[src/hw/rtl/assert_macros.svh]
`ifndef ASSERT_MACROS_SVH
`define ASSERT_MACROS_SVH

// checks an implication in the same cycle, clocked on clk, held off during reset
`define NSS_ASSERT_IMP(name, ante, cons) \
	name: assert property (@(posedge clk) disable iff (!arst_n) (ante) |-> (cons)) \
		else $error("same-cycle check failed");

// checks an implication in the next cycle
`define NSS_ASSERT_NXT(name, ante, cons) \
	name: assert property (@(posedge clk) disable iff (!arst_n) (ante) |=> (cons)) \
		else $error("next-cycle check failed");

`endif

[src/hw/rtl/nss_pkg.sv]
`timescale 1ns / 1ps
`default_nettype none

package nss_pkg;

	localparam int MAX_STEPS_DEF = 16;

	localparam int CFG_AW = 3;
	localparam int CFG_DW = 16;
	localparam int IN_DW  = 40;
	localparam int OUT_DW = 16;
	localparam int LFSR_W = 16;
	localparam int MOD_W  = 6;

	typedef enum logic [CFG_AW-1:0] {
		REG_SEQ_LENGTH = 3'd0,
		REG_LOOP_POINT = 3'd1,
		REG_OCTAVE     = 3'd2,
		REG_NOTES_OCT  = 3'd3,
		REG_ROW_SHIFT  = 3'd4,
		REG_ENABLED    = 3'd5,
		REG_STEP_TICKS = 3'd6
	} cfg_reg_t;

	typedef enum logic [1:0] {
		REQ_PULSE = 2'd0,
		REQ_TICK  = 2'd1,
		REQ_WRITE = 2'd2
	} req_t;

	localparam logic [4:0]  SEQ_LENGTH_RST = 5'd8;
	localparam logic [3:0]  LOOP_POINT_RST = 4'd0;
	localparam logic [2:0]  OCTAVE_RST     = 3'd3;
	localparam logic [4:0]  NOTES_OCT_RST  = 5'd12;
	localparam logic [4:0]  ROW_SHIFT_RST  = 5'd0;
	localparam logic        ENABLED_RST    = 1'b1;
	localparam logic [15:0] STEP_TICKS_RST = 16'd96;
	localparam logic [15:0] LFSR_SEED      = 16'hACE1;
	localparam logic [8:0]  GATE_FULL      = 9'd256;
	localparam logic [6:0]  VEL_MAX        = 7'd127;
	localparam logic [7:0]  PITCH_MAX      = 8'd255;

	typedef struct packed {
		logic [7:0] pitch;
		logic [6:0] vel;
	} note_ev_t;

	typedef struct packed {
		logic [4:0] tone;
		logic [6:0] vel;
		logic [8:0] gate;
	} step_ent_t;

	localparam step_ent_t STEP_RST = '{tone: 5'd0, vel: VEL_MAX, gate: GATE_FULL};

	// fibonacci lfsr, taps 16 14 13 11
	function automatic logic [LFSR_W-1:0] lfsr_next(input logic [LFSR_W-1:0] l);
		logic fb;
		fb = l[0] ^ l[2] ^ l[3] ^ l[5];
		return {fb, l[LFSR_W-1:1]};
	endfunction

endpackage

`default_nettype wire

[src/hw/rtl/note_step_sequencer.sv]
`timescale 1ns / 1ps
`default_nettype none

// channel  direction  handshake          payload
// s_*      in         s_tvalid/s_tready  s_tdata step fields, s_tuser request kind
// m_*      out        m_tvalid/m_tready  m_tdata note event, m_tlast last of item
// cfg_*    in         cfg_we             cfg_addr register index, cfg_wdata value
//
// a write item is done in idle, a tick goes through the tick state, a pulse through
// read, calc and finish, after the mod state for a random jump (one remainder bit
// per cycle), then each event goes out on m_* as m_tready takes it; the step memory
// is read once per pulse into a register, then a multiply stage and a finish stage
// reset clears the step table through per-entry valid bits at once, no clearing pass
// s_tready is high whenever the sequencer is idle, even with an event still in m_*

module note_step_sequencer #(
	parameter int MAX_STEPS = nss_pkg::MAX_STEPS_DEF
) (
	input  wire logic                        clk,
	input  wire logic                        arst_n,
	input  wire logic                        cfg_we,
	input  wire logic [nss_pkg::CFG_AW-1:0]  cfg_addr,
	input  wire logic [nss_pkg::CFG_DW-1:0]  cfg_wdata,
	input  wire logic                        s_tvalid,
	output logic                             s_tready,
	// backward, jump_zero, jump_random, pulse_gain, step_index, step_tone,
	// step_velocity, step_gate, zero fill
	input  wire logic [nss_pkg::IN_DW-1:0]   s_tdata,
	// req_type
	input  wire logic [1:0]                  s_tuser,
	output logic                             m_tvalid,
	input  wire logic                        m_tready,
	// note_pitch, note_velocity, zero fill
	output logic [nss_pkg::OUT_DW-1:0]       m_tdata,
	output logic                             m_tlast
);

	localparam int PW = (MAX_STEPS > 2) ? $clog2(MAX_STEPS) : 1;
	localparam int IW = (PW > 4) ? PW : 4;
	localparam int CW = ((PW > 5) ? PW : 5) + 2;
	localparam int DW = $bits(nss_pkg::step_ent_t);

	typedef enum logic [6:0] {
		ST_IDLE = 7'b0000001,
		ST_MOD  = 7'b0000010,
		ST_READ = 7'b0000100,
		ST_CALC = 7'b0001000,
		ST_FIN  = 7'b0010000,
		ST_TICK = 7'b0100000,
		ST_EMIT = 7'b1000000
	} state_t;

	// input fields
	nss_pkg::req_t in_req;
	logic          in_bwd;
	logic          in_jz;
	logic          in_jr;
	logic [7:0]    in_gain;
	logic [3:0]    in_idx;
	logic [4:0]    in_tone;
	logic [6:0]    in_vel;
	logic [8:0]    in_gate;

	assign in_req  = nss_pkg::req_t'(s_tuser);
	assign in_bwd  = s_tdata[0];
	assign in_jz   = s_tdata[1];
	assign in_jr   = s_tdata[2];
	assign in_gain = s_tdata[10:3];
	assign in_idx  = s_tdata[14:11];
	assign in_tone = s_tdata[19:15];
	assign in_vel  = s_tdata[26:20];
	assign in_gate = s_tdata[35:27];

	// configuration registers
	logic [4:0]  seq_length_q;
	logic [3:0]  loop_point_q;
	logic [2:0]  octave_q;
	logic [4:0]  notes_q;
	logic [4:0]  row_shift_q;
	logic        enabled_q;
	logic [15:0] step_ticks_q;

	always_ff @(posedge clk or negedge arst_n) begin
		if (!arst_n) begin
			seq_length_q <= nss_pkg::SEQ_LENGTH_RST;
			loop_point_q <= nss_pkg::LOOP_POINT_RST;
			octave_q     <= nss_pkg::OCTAVE_RST;
			notes_q      <= nss_pkg::NOTES_OCT_RST;
			row_shift_q  <= nss_pkg::ROW_SHIFT_RST;
			enabled_q    <= nss_pkg::ENABLED_RST;
			step_ticks_q <= nss_pkg::STEP_TICKS_RST;
		end else if (cfg_we) begin
			case (nss_pkg::cfg_reg_t'(cfg_addr))
				nss_pkg::REG_SEQ_LENGTH: seq_length_q <= cfg_wdata[4:0];
				nss_pkg::REG_LOOP_POINT: loop_point_q <= cfg_wdata[3:0];
				nss_pkg::REG_OCTAVE:     octave_q     <= cfg_wdata[2:0];
				nss_pkg::REG_NOTES_OCT:  notes_q      <= cfg_wdata[4:0];
				nss_pkg::REG_ROW_SHIFT:  row_shift_q  <= cfg_wdata[4:0];
				nss_pkg::REG_ENABLED:    enabled_q    <= cfg_wdata[0];
				nss_pkg::REG_STEP_TICKS: step_ticks_q <= cfg_wdata[15:0];
				default: ;
			endcase
		end
	end

	// control and play state
	state_t                  state_q;
	logic signed [CW-1:0]    pos_q;
	logic [7:0]              gain_q;
	logic [nss_pkg::LFSR_W-1:0] lfsr_q;
	logic [nss_pkg::LFSR_W-1:0] div_q;
	logic [nss_pkg::MOD_W-1:0]  rem_q;
	logic [$clog2(nss_pkg::LFSR_W)-1:0] cnt_q;
	logic [7:0]              snd_pitch_q;
	logic                    snd_vld_q;
	logic                    off_sent_q;
	logic [8:0]              snd_gate_q;
	logic [31:0]             gate_end_q;
	logic [31:0]             time_q;
	nss_pkg::note_ev_t       ev_q [2];
	logic                    ev_idx_q;
	logic                    ev_last_q;
	nss_pkg::note_ev_t       m_data_q;
	logic                    m_last_q;
	logic                    m_vld_q;

	// step memory with per-entry valid bits
	logic [DW-1:0]           mem [MAX_STEPS];
	logic [MAX_STEPS-1:0]    vld_q;
	logic [DW-1:0]           rd_q;
	logic                    rd_vld_q;
	logic [IW-1:0]           wr_idx;
	logic [PW-1:0]           wr_addr;
	logic                    wr_en;
	logic [PW-1:0]           rd_addr;
	nss_pkg::step_ent_t      wr_ent;

	logic acc;

	assign s_tready = (state_q == ST_IDLE);
	assign acc      = s_tvalid && s_tready;
	assign wr_idx   = IW'(in_idx);
	assign wr_addr  = wr_idx[PW-1:0];
	assign wr_en    = acc && (in_req == nss_pkg::REQ_WRITE) && (int'(wr_idx) < MAX_STEPS);
	assign rd_addr  = pos_q[PW-1:0];
	assign wr_ent   = '{tone: in_tone, vel: in_vel, gate: in_gate};

	always_ff @(posedge clk) begin
		if (wr_en) begin
			mem[wr_addr] <= wr_ent;
		end
		if (state_q == ST_READ) begin
			rd_q <= mem[rd_addr];
		end
	end

	always_ff @(posedge clk or negedge arst_n) begin
		if (!arst_n) begin
			vld_q    <= '0;
			rd_vld_q <= 1'b0;
		end else begin
			if (wr_en) begin
				vld_q[wr_addr] <= 1'b1;
			end
			if (state_q == ST_READ) begin
				rd_vld_q <= vld_q[rd_addr];
			end
		end
	end

	// loop bounds and position move
	logic signed [CW-1:0] sl_c, len_c, lp_c, loop_c, span_c, p1_c, p2_c, p3_c;

	always_comb begin
		sl_c   = CW'(seq_length_q);
		lp_c   = CW'(loop_point_q);
		if (sl_c == CW'(0)) begin
			len_c = CW'(1);
		end else if (sl_c > CW'(MAX_STEPS)) begin
			len_c = CW'(MAX_STEPS);
		end else begin
			len_c = sl_c;
		end
		loop_c = (lp_c > len_c - CW'(1)) ? len_c - CW'(1) : lp_c;
		span_c = len_c - loop_c;
		p1_c   = in_bwd ? pos_q - CW'(1) : pos_q + CW'(1);
		if (!in_bwd && p1_c >= len_c) begin
			p2_c = p1_c - span_c;
		end else if (in_bwd && p1_c < loop_c) begin
			p2_c = p1_c + span_c;
		end else begin
			p2_c = p1_c;
		end
		if (p2_c[CW-1] || p2_c >= len_c) begin
			p3_c = in_bwd ? len_c - CW'(1) : loop_c;
		end else begin
			p3_c = p2_c;
		end
	end

	// one remainder bit per cycle
	logic [nss_pkg::MOD_W-1:0] rem_sh, rem_n, len_m;
	logic [nss_pkg::LFSR_W-1:0] lfsr_n;

	assign len_m  = len_c[nss_pkg::MOD_W-1:0];
	assign rem_sh = {rem_q[nss_pkg::MOD_W-2:0], div_q[nss_pkg::LFSR_W-1]};
	assign rem_n  = (rem_sh >= len_m) ? rem_sh - len_m : rem_sh;
	assign lfsr_n = nss_pkg::lfsr_next(lfsr_q);

	// step entry evaluation, first stage
	nss_pkg::step_ent_t ent;
	logic [8:0]  pitch_w;
	logic [14:0] vg_w;
	logic [8:0]  g_w;
	logic [7:0]  pitch_s1;
	logic [6:0]  ov_s1;
	logic [8:0]  g_s1;
	logic [24:0] prod_s1;
	logic        silent_s1;

	always_comb begin
		ent     = rd_vld_q ? nss_pkg::step_ent_t'(rd_q) : nss_pkg::STEP_RST;
		pitch_w = 9'(ent.tone) + 9'(row_shift_q) + 9'(octave_q) * 9'(notes_q);
		vg_w    = 15'(ent.vel) * 15'(gain_q);
		if (ent.gate == 9'd0) begin
			g_w = 9'd1;
		end else if (ent.gate > nss_pkg::GATE_FULL) begin
			g_w = nss_pkg::GATE_FULL;
		end else begin
			g_w = ent.gate;
		end
	end

	always_ff @(posedge clk) begin
		if (state_q == ST_CALC) begin
			silent_s1 <= (ent.vel <= 7'd1);
			pitch_s1  <= (pitch_w > 9'(nss_pkg::PITCH_MAX)) ? nss_pkg::PITCH_MAX : pitch_w[7:0];
			ov_s1     <= (vg_w[14:7] > 8'(nss_pkg::VEL_MAX)) ? nss_pkg::VEL_MAX : vg_w[13:7];
			g_s1      <= g_w;
			prod_s1   <= 25'(step_ticks_q) * 25'(g_w);
		end
	end

	// event decisions
	logic        off_v;
	logic        retrig;
	logic        tick_fire;
	logic [31:0] diff_w;

	assign off_v     = snd_vld_q && !off_sent_q;
	assign retrig    = off_v && (snd_pitch_q == pitch_s1);
	assign diff_w    = time_q - gate_end_q;
	assign tick_fire = (snd_gate_q < nss_pkg::GATE_FULL) && off_v &&
		(diff_w != 32'd0) && !diff_w[31];

	logic ld_out;
	assign ld_out = (state_q == ST_EMIT) && (!m_vld_q || m_tready);

	always_ff @(posedge clk) begin
		if (ld_out) begin
			m_data_q <= ev_q[ev_idx_q];
			m_last_q <= (ev_idx_q == ev_last_q);
		end
	end

	always_ff @(posedge clk or negedge arst_n) begin
		if (!arst_n) begin
			state_q     <= ST_IDLE;
			pos_q       <= -CW'(1);
			gain_q      <= '0;
			lfsr_q      <= nss_pkg::LFSR_SEED;
			div_q       <= '0;
			rem_q       <= '0;
			cnt_q       <= '0;
			snd_pitch_q <= '0;
			snd_vld_q   <= 1'b0;
			off_sent_q  <= 1'b0;
			snd_gate_q  <= nss_pkg::GATE_FULL;
			gate_end_q  <= '0;
			time_q      <= '0;
			ev_q[0]     <= '0;
			ev_q[1]     <= '0;
			ev_idx_q    <= 1'b0;
			ev_last_q   <= 1'b0;
			m_vld_q     <= 1'b0;
		end else begin
			if (ld_out) begin
				m_vld_q <= 1'b1;
			end else if (m_tready) begin
				m_vld_q <= 1'b0;
			end
			case (state_q)
				ST_IDLE: begin
					if (acc) begin
						case (in_req)
							nss_pkg::REQ_PULSE: begin
								if (enabled_q) begin
									gain_q <= in_gain;
									if (in_jz) begin
										pos_q   <= '0;
										state_q <= ST_READ;
									end else if (in_jr) begin
										lfsr_q  <= lfsr_n;
										div_q   <= lfsr_n;
										rem_q   <= '0;
										cnt_q   <= '0;
										state_q <= ST_MOD;
									end else begin
										pos_q   <= p3_c;
										state_q <= ST_READ;
									end
								end
							end
							nss_pkg::REQ_TICK: begin
								time_q  <= time_q + 32'd1;
								state_q <= ST_TICK;
							end
							default: ;
						endcase
					end
				end
				ST_MOD: begin
					rem_q <= rem_n;
					div_q <= {div_q[nss_pkg::LFSR_W-2:0], 1'b0};
					cnt_q <= cnt_q + 1'b1;
					if (cnt_q == '1) begin
						pos_q   <= CW'(rem_n);
						state_q <= ST_READ;
					end
				end
				ST_READ: begin
					state_q <= ST_CALC;
				end
				ST_CALC: begin
					state_q <= ST_FIN;
				end
				ST_FIN: begin
					ev_idx_q <= 1'b0;
					if (silent_s1) begin
						snd_vld_q <= 1'b0;
						ev_q[0]   <= '{pitch: snd_pitch_q, vel: 7'd0};
						ev_last_q <= 1'b0;
						state_q   <= off_v ? ST_EMIT : ST_IDLE;
					end else begin
						if (retrig) begin
							ev_q[0]   <= '{pitch: pitch_s1, vel: 7'd0};
							ev_q[1]   <= '{pitch: pitch_s1, vel: ov_s1};
							ev_last_q <= 1'b1;
						end else begin
							ev_q[0]   <= '{pitch: pitch_s1, vel: ov_s1};
							ev_q[1]   <= '{pitch: snd_pitch_q, vel: 7'd0};
							ev_last_q <= off_v;
						end
						snd_pitch_q <= pitch_s1;
						snd_vld_q   <= 1'b1;
						snd_gate_q  <= g_s1;
						gate_end_q  <= time_q + 32'(prod_s1[24:8]);
						off_sent_q  <= 1'b0;
						state_q     <= ST_EMIT;
					end
				end
				ST_TICK: begin
					if (tick_fire) begin
						ev_q[0]    <= '{pitch: snd_pitch_q, vel: 7'd0};
						ev_idx_q   <= 1'b0;
						ev_last_q  <= 1'b0;
						off_sent_q <= 1'b1;
						state_q    <= ST_EMIT;
					end else begin
						state_q <= ST_IDLE;
					end
				end
				ST_EMIT: begin
					if (ld_out) begin
						if (ev_idx_q == ev_last_q) begin
							state_q <= ST_IDLE;
						end else begin
							ev_idx_q <= 1'b1;
						end
					end
				end
				default: begin
					state_q <= ST_IDLE;
				end
			endcase
		end
	end

	assign m_tvalid = m_vld_q;
	assign m_tdata  = {1'b0, m_data_q.vel, m_data_q.pitch};
	assign m_tlast  = m_last_q;

	`include "assert_macros.svh"

	// a memory read always targets a step inside the active sequence length
	`NSS_ASSERT_IMP(a_rd_pos, state_q == ST_READ, !pos_q[CW-1] && pos_q < len_c)
	// a gate ending on a tick marks the note as released
	`NSS_ASSERT_NXT(a_tick_off, state_q == ST_TICK && tick_fire, off_sent_q)
	// the event index never runs past the last queued event
	`NSS_ASSERT_IMP(a_emit_idx, state_q == ST_EMIT, !(ev_idx_q && !ev_last_q))

endmodule

`default_nettype wire

[config.mk]
export PLATFORM = sky130hd
export DESIGN_NAME = note_step_sequencer
export DESIGN_NICKNAME = d
export VERILOG_FILES = /design/src/hw/rtl/nss_pkg.sv /design/src/hw/rtl/note_step_sequencer.sv
export VERILOG_INCLUDE_DIRS = /design/src /design/src/hw/rtl
export SDC_FILE = /design/constraint.sdc
export NUM_CORES = 1
export LEC_CHECK = 0
export ABC_AREA = 1
export BUFFER_PORTS_ARGS = -buffer_cell sky130_fd_sc_hd__buf_2
export CORE_ASPECT_RATIO = 0.6
export CORE_MARGIN = 2
export CORE_UTILIZATION = 55
export CTS_CLUSTER_SIZE = 40
export DETAILED_ROUTE_END_ITERATION = 12
export GPL_TIMING_DRIVEN = 0
export PLACE_DENSITY = 0.76
export SLEW_MARGIN = 10
export SYNTH_ARGS = -nofsm -noshare
export SYNTH_HDL_FRONTEND = slang
export SYNTH_SLANG_ARGS = --single-unit
[constraint.sdc]
create_clock -name clk -period 5.26 [get_ports clk]
set_input_delay 1.052 -clock clk [delete_from_list [all_inputs] [get_ports clk]]
set_output_delay 1.052 -clock clk [all_outputs]
set_load 0.03 [all_outputs]
=== Word-level counts from Yosys, hierarchy flattened ===
Memory sizes are Yosys's and may differ from the RTL's. A register that Yosys moved wholly into a read port is not among the register bits.
Index checks and enable logic that the tools add are counted.

* Bits in registers: 301
* Bits in writable memories: 336
* Input bits: 66
* Output and inout bits: 19
* Memories: 1

* Add/subtract/negate cells: 13
* $mul: 3
* Order comparisons: 15
* Equal/unequal tests: 32
* Mux-type cells: 75
* Bitwise operators: 7
* Reductions and logical operators: 43

{| class="wikitable"
|+ Memory list
! memory !! words !! width !! read ports !! clocked after memory_dff !! write ports !! RTL line !! source
|-
| mem || 16 || 21 || 1 || 1 || 1 || note_step_sequencer.sv:128 || <nowiki>logic [DW-1:0] mem [MAX_STEPS];</nowiki>
|}

{| class="wikitable"
|+ Operator list
! operator !! count
|-
| 2-to-1 mux 7 bit || 20
|-
| 2-to-1 mux 16 bit || 5
|-
| 2-to-1 mux 15 bit || 5
|-
| one-hot mux 7 bit (7 select lines) || 1
|-
| 2-to-1 mux 5 bit || 7
|-
| adder 32 x 1 -> 32 bit, second input constant || 1
|-
| adder 32 x 17 -> 32 bit || 1
|-
| one-hot mux 16 bit (2 select lines) || 1
|-
| nonzero test 32 bit || 1
|-
| subtractor 32 bit || 1
|-
| one-hot mux 15 bit (2 select lines) || 1
|-
| one-hot mux 7 bit (2 select lines) || 2
|-
| multiplier 16 x 9 -> 25 bit || 1
|-
| AND reduction 6 bit || 4
|-
| 2-to-1 mux 22 bit || 1
|-
| 2-to-1 mux 21 bit || 1
|-
| 2-to-1 mux 4 bit || 5
|-
| 2-to-1 mux 9 bit || 2
|-
| AND reduction 2 bit || 9
|-
| bitwise OR 16 bit || 1
|-
| multiplier 7 x 8 -> 15 bit || 1
|-
| >= comparator 7 bit || 2
|-
| 2-to-1 mux 1 bit || 14
|-
| subtractor 7 x 2 -> 7 bit, second input constant || 2
|-
| 61 further kinds || 99
|}

=== Logic depth before layout (Yosys ltp) ===
* Depth after elaboration: 19
* Mapped depth: 44

=== Worst setup path after synthesis ===
OpenSTA, ideal clock, no wires.

* Path kind: register to register
* From: reg seq_length_q[4]
* To: reg pos_q[2]
* Setup time: 0.073 ns
* Arrival: 5.701 ns
* Data required time: 5.187 ns
* Slack: -0.514 ns
* Stages on the path, launching flop included: 41
* Buffers on the path: 1
* Cells stage by stage: dfrtp_1 buf_4 inv_4 nand3_1 nand2_2 inv_1 ha_1 xnor2_1 inv_1 ha_1 nand2_1 nor2_1 nor2_1 nor2_1 nor2_1 a21oi_1 nand2_1 nand2_1 (+5 left out) nand3b_1 and2_0 inv_1 xor2_1 inv_1 ha_1 inv_1 o31ai_1 xor2_1 o21ai_0 nand2_1 inv_1 ha_1 a21oi_1 nand3_1 nand2_1 nand3_1 a21oi_1

* Longest elaborated chain between the ends: 19
* Elaborated cells between the ends (all ways): 30

{| class="wikitable"
|+ RTL lines
! element !! RTL line !! source
|-
| start, declared || note_step_sequencer.sv:75 || <nowiki>logic [4:0] seq_length_q;</nowiki>
|-
| start signal, assigned || note_step_sequencer.sv:85 || <nowiki>seq_length_q <= nss_pkg::SEQ_LENGTH_RST;</nowiki>
|-
| start signal, assigned || note_step_sequencer.sv:94 || <nowiki>nss_pkg::REG_SEQ_LENGTH: seq_length_q <= cfg_wdata[4:0];</nowiki>
|-
| greater-than comparator 5 bit || note_step_sequencer.sv:179 || <nowiki>end else if (sl_c > CW'(MAX_STEPS)) begin</nowiki>
|-
| 2-to-1 mux 5 bit || note_step_sequencer.sv:179 ||
|-
| 2-to-1 mux 5 bit * || note_step_sequencer.sv:177 || <nowiki>if (sl_c == CW'(0)) begin</nowiki>
|-
| subtractor 7 x 2 -> 7 bit || note_step_sequencer.sv:184, note_step_sequencer.sv:195 ||
|-
| greater-than comparator 5 x 7 -> 1 bit || note_step_sequencer.sv:184 || <nowiki>loop_c = (lp_c > len_c - CW'(1)) ? len_c - CW'(1) : lp_c;</nowiki>
|-
| 2-to-1 mux 7 bit || note_step_sequencer.sv:184 ||
|-
| subtractor 7 bit or less-than comparator 7 bit (tied branches) || note_step_sequencer.sv:185, note_step_sequencer.sv:189 ||
|-
| adder 7 bit or logical AND 1 bit (tied branches) || note_step_sequencer.sv:190, note_step_sequencer.sv:189 ||
|-
| (+3 left out) || - ||
|-
| logical OR 1 bit || note_step_sequencer.sv:194 || <nowiki>if (p2_c[CW-1] || p2_c >= len_c) begin</nowiki>
|-
| 2-to-1 mux 7 bit || note_step_sequencer.sv:194 ||
|-
| 2-to-1 mux 7 bit || note_step_sequencer.sv:302 || <nowiki>end else if (in_jr) begin</nowiki>
|-
| 2-to-1 mux 7 bit || note_step_sequencer.sv:299 || <nowiki>if (in_jz) begin</nowiki>
|-
| 2-to-1 mux 7 bit || note_step_sequencer.sv:297 || <nowiki>if (enabled_q) begin</nowiki>
|-
| 2-to-1 mux 7 bit || note_step_sequencer.sv:295 || <nowiki>case (in_req)</nowiki>
|-
| 2-to-1 mux 7 bit || note_step_sequencer.sv:294 || <nowiki>if (acc) begin</nowiki>
|-
| one-hot mux 7 bit (2 select lines) * || note_step_sequencer.sv:292 || <nowiki>case (state_q)</nowiki>
|-
| end signal, assigned || note_step_sequencer.sv:269 || <nowiki>pos_q <= -CW'(1);</nowiki>
|-
| end signal, assigned || note_step_sequencer.sv:309 || <nowiki>pos_q <= p3_c;</nowiki>
|-
| end signal, assigned || note_step_sequencer.sv:327 || <nowiki>pos_q <= CW'(rem_n);</nowiki>
|-
| end, declared || note_step_sequencer.sv:108 || <nowiki>logic signed [CW-1:0] pos_q;</nowiki>
|}

Every way passes the cells marked *; elsewhere a longest branch is shown, timed or not. The select of a mux whose other input is x is not followed.
A chain may end at the register's enable or synchronous reset.

=== Worst setup path after layout ===
* From: reg rd_vld_q
* To: reg prod_s1[24], data pin

* Longest elaborated chain between the ends: 5
* Elaborated cells between the ends (all ways): 6

{| class="wikitable"
|+ RTL lines
! element !! RTL line !! source
|-
| start, declared || note_step_sequencer.sv:131 || <nowiki>logic rd_vld_q;</nowiki>
|-
| start signal, assigned || note_step_sequencer.sv:166 || <nowiki>rd_vld_q <= vld_q[rd_addr];</nowiki>
|-
| 2-to-1 mux 21 bit * || note_step_sequencer.sv:222 || <nowiki>ent = rd_vld_q ? nss_pkg::step_ent_t'(rd_q) : nss_pkg::STEP_RST;</nowiki>
|-
| greater-than comparator 9 bit || note_step_sequencer.sv:227 || <nowiki>end else if (ent.gate > nss_pkg::GATE_FULL) begin</nowiki>
|-
| 2-to-1 mux 9 bit || note_step_sequencer.sv:227 ||
|-
| 2-to-1 mux 9 bit * || note_step_sequencer.sv:225 || <nowiki>if (ent.gate == 9'd0) begin</nowiki>
|-
| multiplier 16 x 9 -> 25 bit * || note_step_sequencer.sv:240 || <nowiki>prod_s1 <= 25'(step_ticks_q) * 25'(g_w);</nowiki>
|-
| end signal, assigned || note_step_sequencer.sv:240 ||
|-
| end, declared || note_step_sequencer.sv:218 || <nowiki>logic [24:0] prod_s1;</nowiki>
|}

Every way passes the cells marked *; elsewhere a longest branch is shown, timed or not.

==> impl_metrics.yaml <==
run_status:
  status: "finished, violations left"
  violations: "negative setup slack"
place:
  numPortBuffers: 79
  gp_congestion: 0.930
  dp_hpwl_um: 72500
  dp_cells: 4635
die:
  fp.dieH_um: 202
  die_w_um: 334
  io_pins: 85
  core_area_mm2: 0.0646
  dieArea_mm2: 0.0676
  start_util: 0.558
  rows: 72
synthesis:
  yosysWarnings: 0
  synth_ff_type: "edfxtp_1"
  yosys.area_share.simple: 0.142
  synth_compound_area_frac: 0.115
  ys_seq_area_frac: 0.498
  syn_area_mm2: 0.0360
  yosys.area_share.adder: 0.144
  ys_ff_latch: 634
  avgSynthCellArea_um2: 9.78
  synth-xor-area-share: 0.0331
  muxShareOfSynthArea: 0.00250
  yosysTopAreaCell: "edfxtp_1"
  synth_edf_count: 407
  synth_fp_nets: 4076
  synth-async-reset-ratio: 0.358
  synthDominantCellAreaShare: 0.339
  synth.area.top_cells: "edfxtp_1 (34%), dfrtp_1 (14%), fa_1 (8.1%), ha_1 (6.4%), nand2_1 (6.1%)"
  synthCells: 3682
  synth_top_family_by_area: "adder cells"
  synth.distinct_cells: 62
critical_path:
  endpoint_kind: "flip-flop"
  required_ns: 5.69
  cp_max_fo: 7
  path_class: "reg2reg"
  worstSetupStartpointType: "flip-flop"
  crit_slowest_cell: "fa_2"
  crit_path_max_incr_delay_ns: 0.58
  critPathArrivalTime_ns: 6.13
finish:
  final_common_cell: "nand2_1"
  multi_input_area_mm2: 0.0169
  area_growth_pct: 16.4
  layout-drive-gt1-share: 0.152
  finish.utilization: 0.649
  fillerInstances: 4814
  fin_cells: 4828
  final_cell_mix: "nand2_1 (528), inv_1 (446), edfxtp_1 (407)"
  seqCellArea_mm2: 0.0179
  nNetsFinal: 4321
route:
  top_layer: "met4"
  route.vias.total: 28400
  wl_met2_um: 40700
  wl_um: 103000
  wl_met3_um: 14900
  ant_nets: 0
  drtIter0Drc: 3970
  drc: 0
  wl_per_cell_um: 21.3
  drt-pass1-iter-count: 6
  vias_per_cell: 5.88
  met1_length_um: 44500
sta:
  slew_violations: 0
  fin_ws_ns: -0.443
  hold_viol_final: 0
  period_share: 1.08
  worst_pin_slew_ns: 1.16
  finalCriticalPeriod_ns: 5.70
  setup_viol: 26
  rsz0062_at_grt: "yes"
  fmax_mhz: 175
  max_slew_margin: 0.217
  tns_ns: -6.32
  skew_ns: 0.0686
clock_network:
  clk_latency_ns: 0.68
  cts_buffers: 57
  cts_hold_buf: 0
  htree_num_levels: 2
  cts_root_buf: "clkbuf_16"
  clock_sinks: 634
  cts_tree: "yes"
  clock_path_buffers: 3
  clk_pin_slew_ns: 0.07
global_routing:
  grt_pass1_vias: 27300
  grt_usage: 0.303
  antenna_found_initial: 6
  grt_start_max_net_pins: 109
  grt_pass1_wl_um: 157000
  overflow: 0
job:
  cap_violations: 0
min_path:
  hold_path_class: "in2async"
==> critical path, delay by kind of cell (launching register included) <==
family                   cells  cell delay (ns)
AO/OA/AOI/OAI                4             0.67
AND/OR/NAND/NOR             12             1.09
adder cells (fa/ha/maj)      5             2.41
flip-flops                   1             0.38
XOR/XNOR                     1             0.06
buffers and inverters        8             0.84
==> metal layers <==
metal  vias to the layer above  global-route usage
met2                      1746               0.408
met3                       222               0.101
met4                         0              0.0787
met1                     13600               0.465
met5                         -                   0
li1                      12900                   -
==> metrics by stage <==
step	worst slack (ns)	hold slack (ns)	instance area, µm²
2_1_floorplan	-0.0214	0.426	36400
3_3_place_gp	-1.08	0.446	37900
3_5_place_dp	-0.948	0.448	38400
4_1_cts	-0.312	0.203	41300
5_1_grt	-0.664	0.211	41900
6_report	-0.443	0.218	41900
==> cell families after synthesis <==
logic type      count (synthesis)
flops                         634
compound gates                717
xor+xnor                      136
buf+inv                       619
mux                             8
fa+ha+maj                     328
simple gates                 1238
other cells                     2
==> area by class of cell <==
class	instances	area share
antenna	1	0.0000597
clock inverter	24	0.00636
clock buffer	84	0.0398
inverter	490	0.0448
timing repair buffer	187	0.0366
sequential	634	0.428
tap	851	0.0254
buffer	128	0.0153
multi-input combinational	2429	0.404
==> synth_stat cells, types with 3 or more instances <==
| master | instances |
|---|---|
| o21bai_1 | 10 |
| ha_1 | 183 |
| edfxtp_1 | 407 |
| buf_1 | 10 |
| nand3_1 | 120 |
| or2_2 | 14 |
| dfstp_2 | 25 |
| buf_4 | 5 |
| o21ai_0 | 341 |
| a21o_1 | 16 |
| nand3_2 | 3 |
| nor2_1 | 431 |
| mux2_2 | 8 |
| a21oi_1 | 173 |
| inv_1 | 482 |
| nor2_2 | 4 |
| nor3_1 | 27 |
| o22ai_1 | 30 |
| o21a_1 | 5 |
| nor4_1 | 13 |
| clkbuf_1 | 110 |
| nand2_1 | 587 |
| o211ai_1 | 39 |
| a31oi_1 | 11 |
| fa_1 | 145 |
| dfrtp_1 | 202 |
| nand2_2 | 3 |
| o21ai_1 | 5 |
| xor2_1 | 87 |
| xnor2_1 | 49 |
| inv_2 | 5 |
| nand3b_1 | 3 |
| nand4_1 | 20 |
| o221ai_1 | 70 |
| o31ai_1 | 4 |
==> flip-flops by register name, indices dropped and copies added, names as in the netlist, 17 cells and up <==
| register | cells |
|---|---|
| mem | 336 |
| gate_end_q | 32 |
| prod_s1 | 17 |
| rd_q | 21 |
| ev_q | 30 |
| time_q | 32 |
==> worst paths after layout <==
check	from	end	slack [ns]	cells past startpoint
min	arst_n	vld_q[1]$_DFFE_PN0P_	0.22	1
min in group clk	vld_q[11]$_DFFE_PN0P_	vld_q[11]$_DFFE_PN0P_	0.47	1
max	rd_vld_q$_DFFE_PN0P_	prod_s1[24]$_DFFE_PP_	-0.44	30
min reg2reg	vld_q[11]$_DFFE_PN0P_	vld_q[11]$_DFFE_PN0P_	0.47	1
max in group asynchronous	arst_n	notes_q[4]$_DFFE_PN0P_	3.75	3
max reg2reg	rd_vld_q$_DFFE_PN0P_	prod_s1[24]$_DFFE_PP_	-0.44	30
==> what timing repair did <==
action,CTS,global route
buffers inserted,64,23
cloned,0,1
gates resized for setup,124,113
endpoints found under the setup margin,27,28
pin swaps,91,73
Power is left out: the tool's default activity adds up to more than one toggle a clock period on the data nets, which glitch-free logic cannot reach.
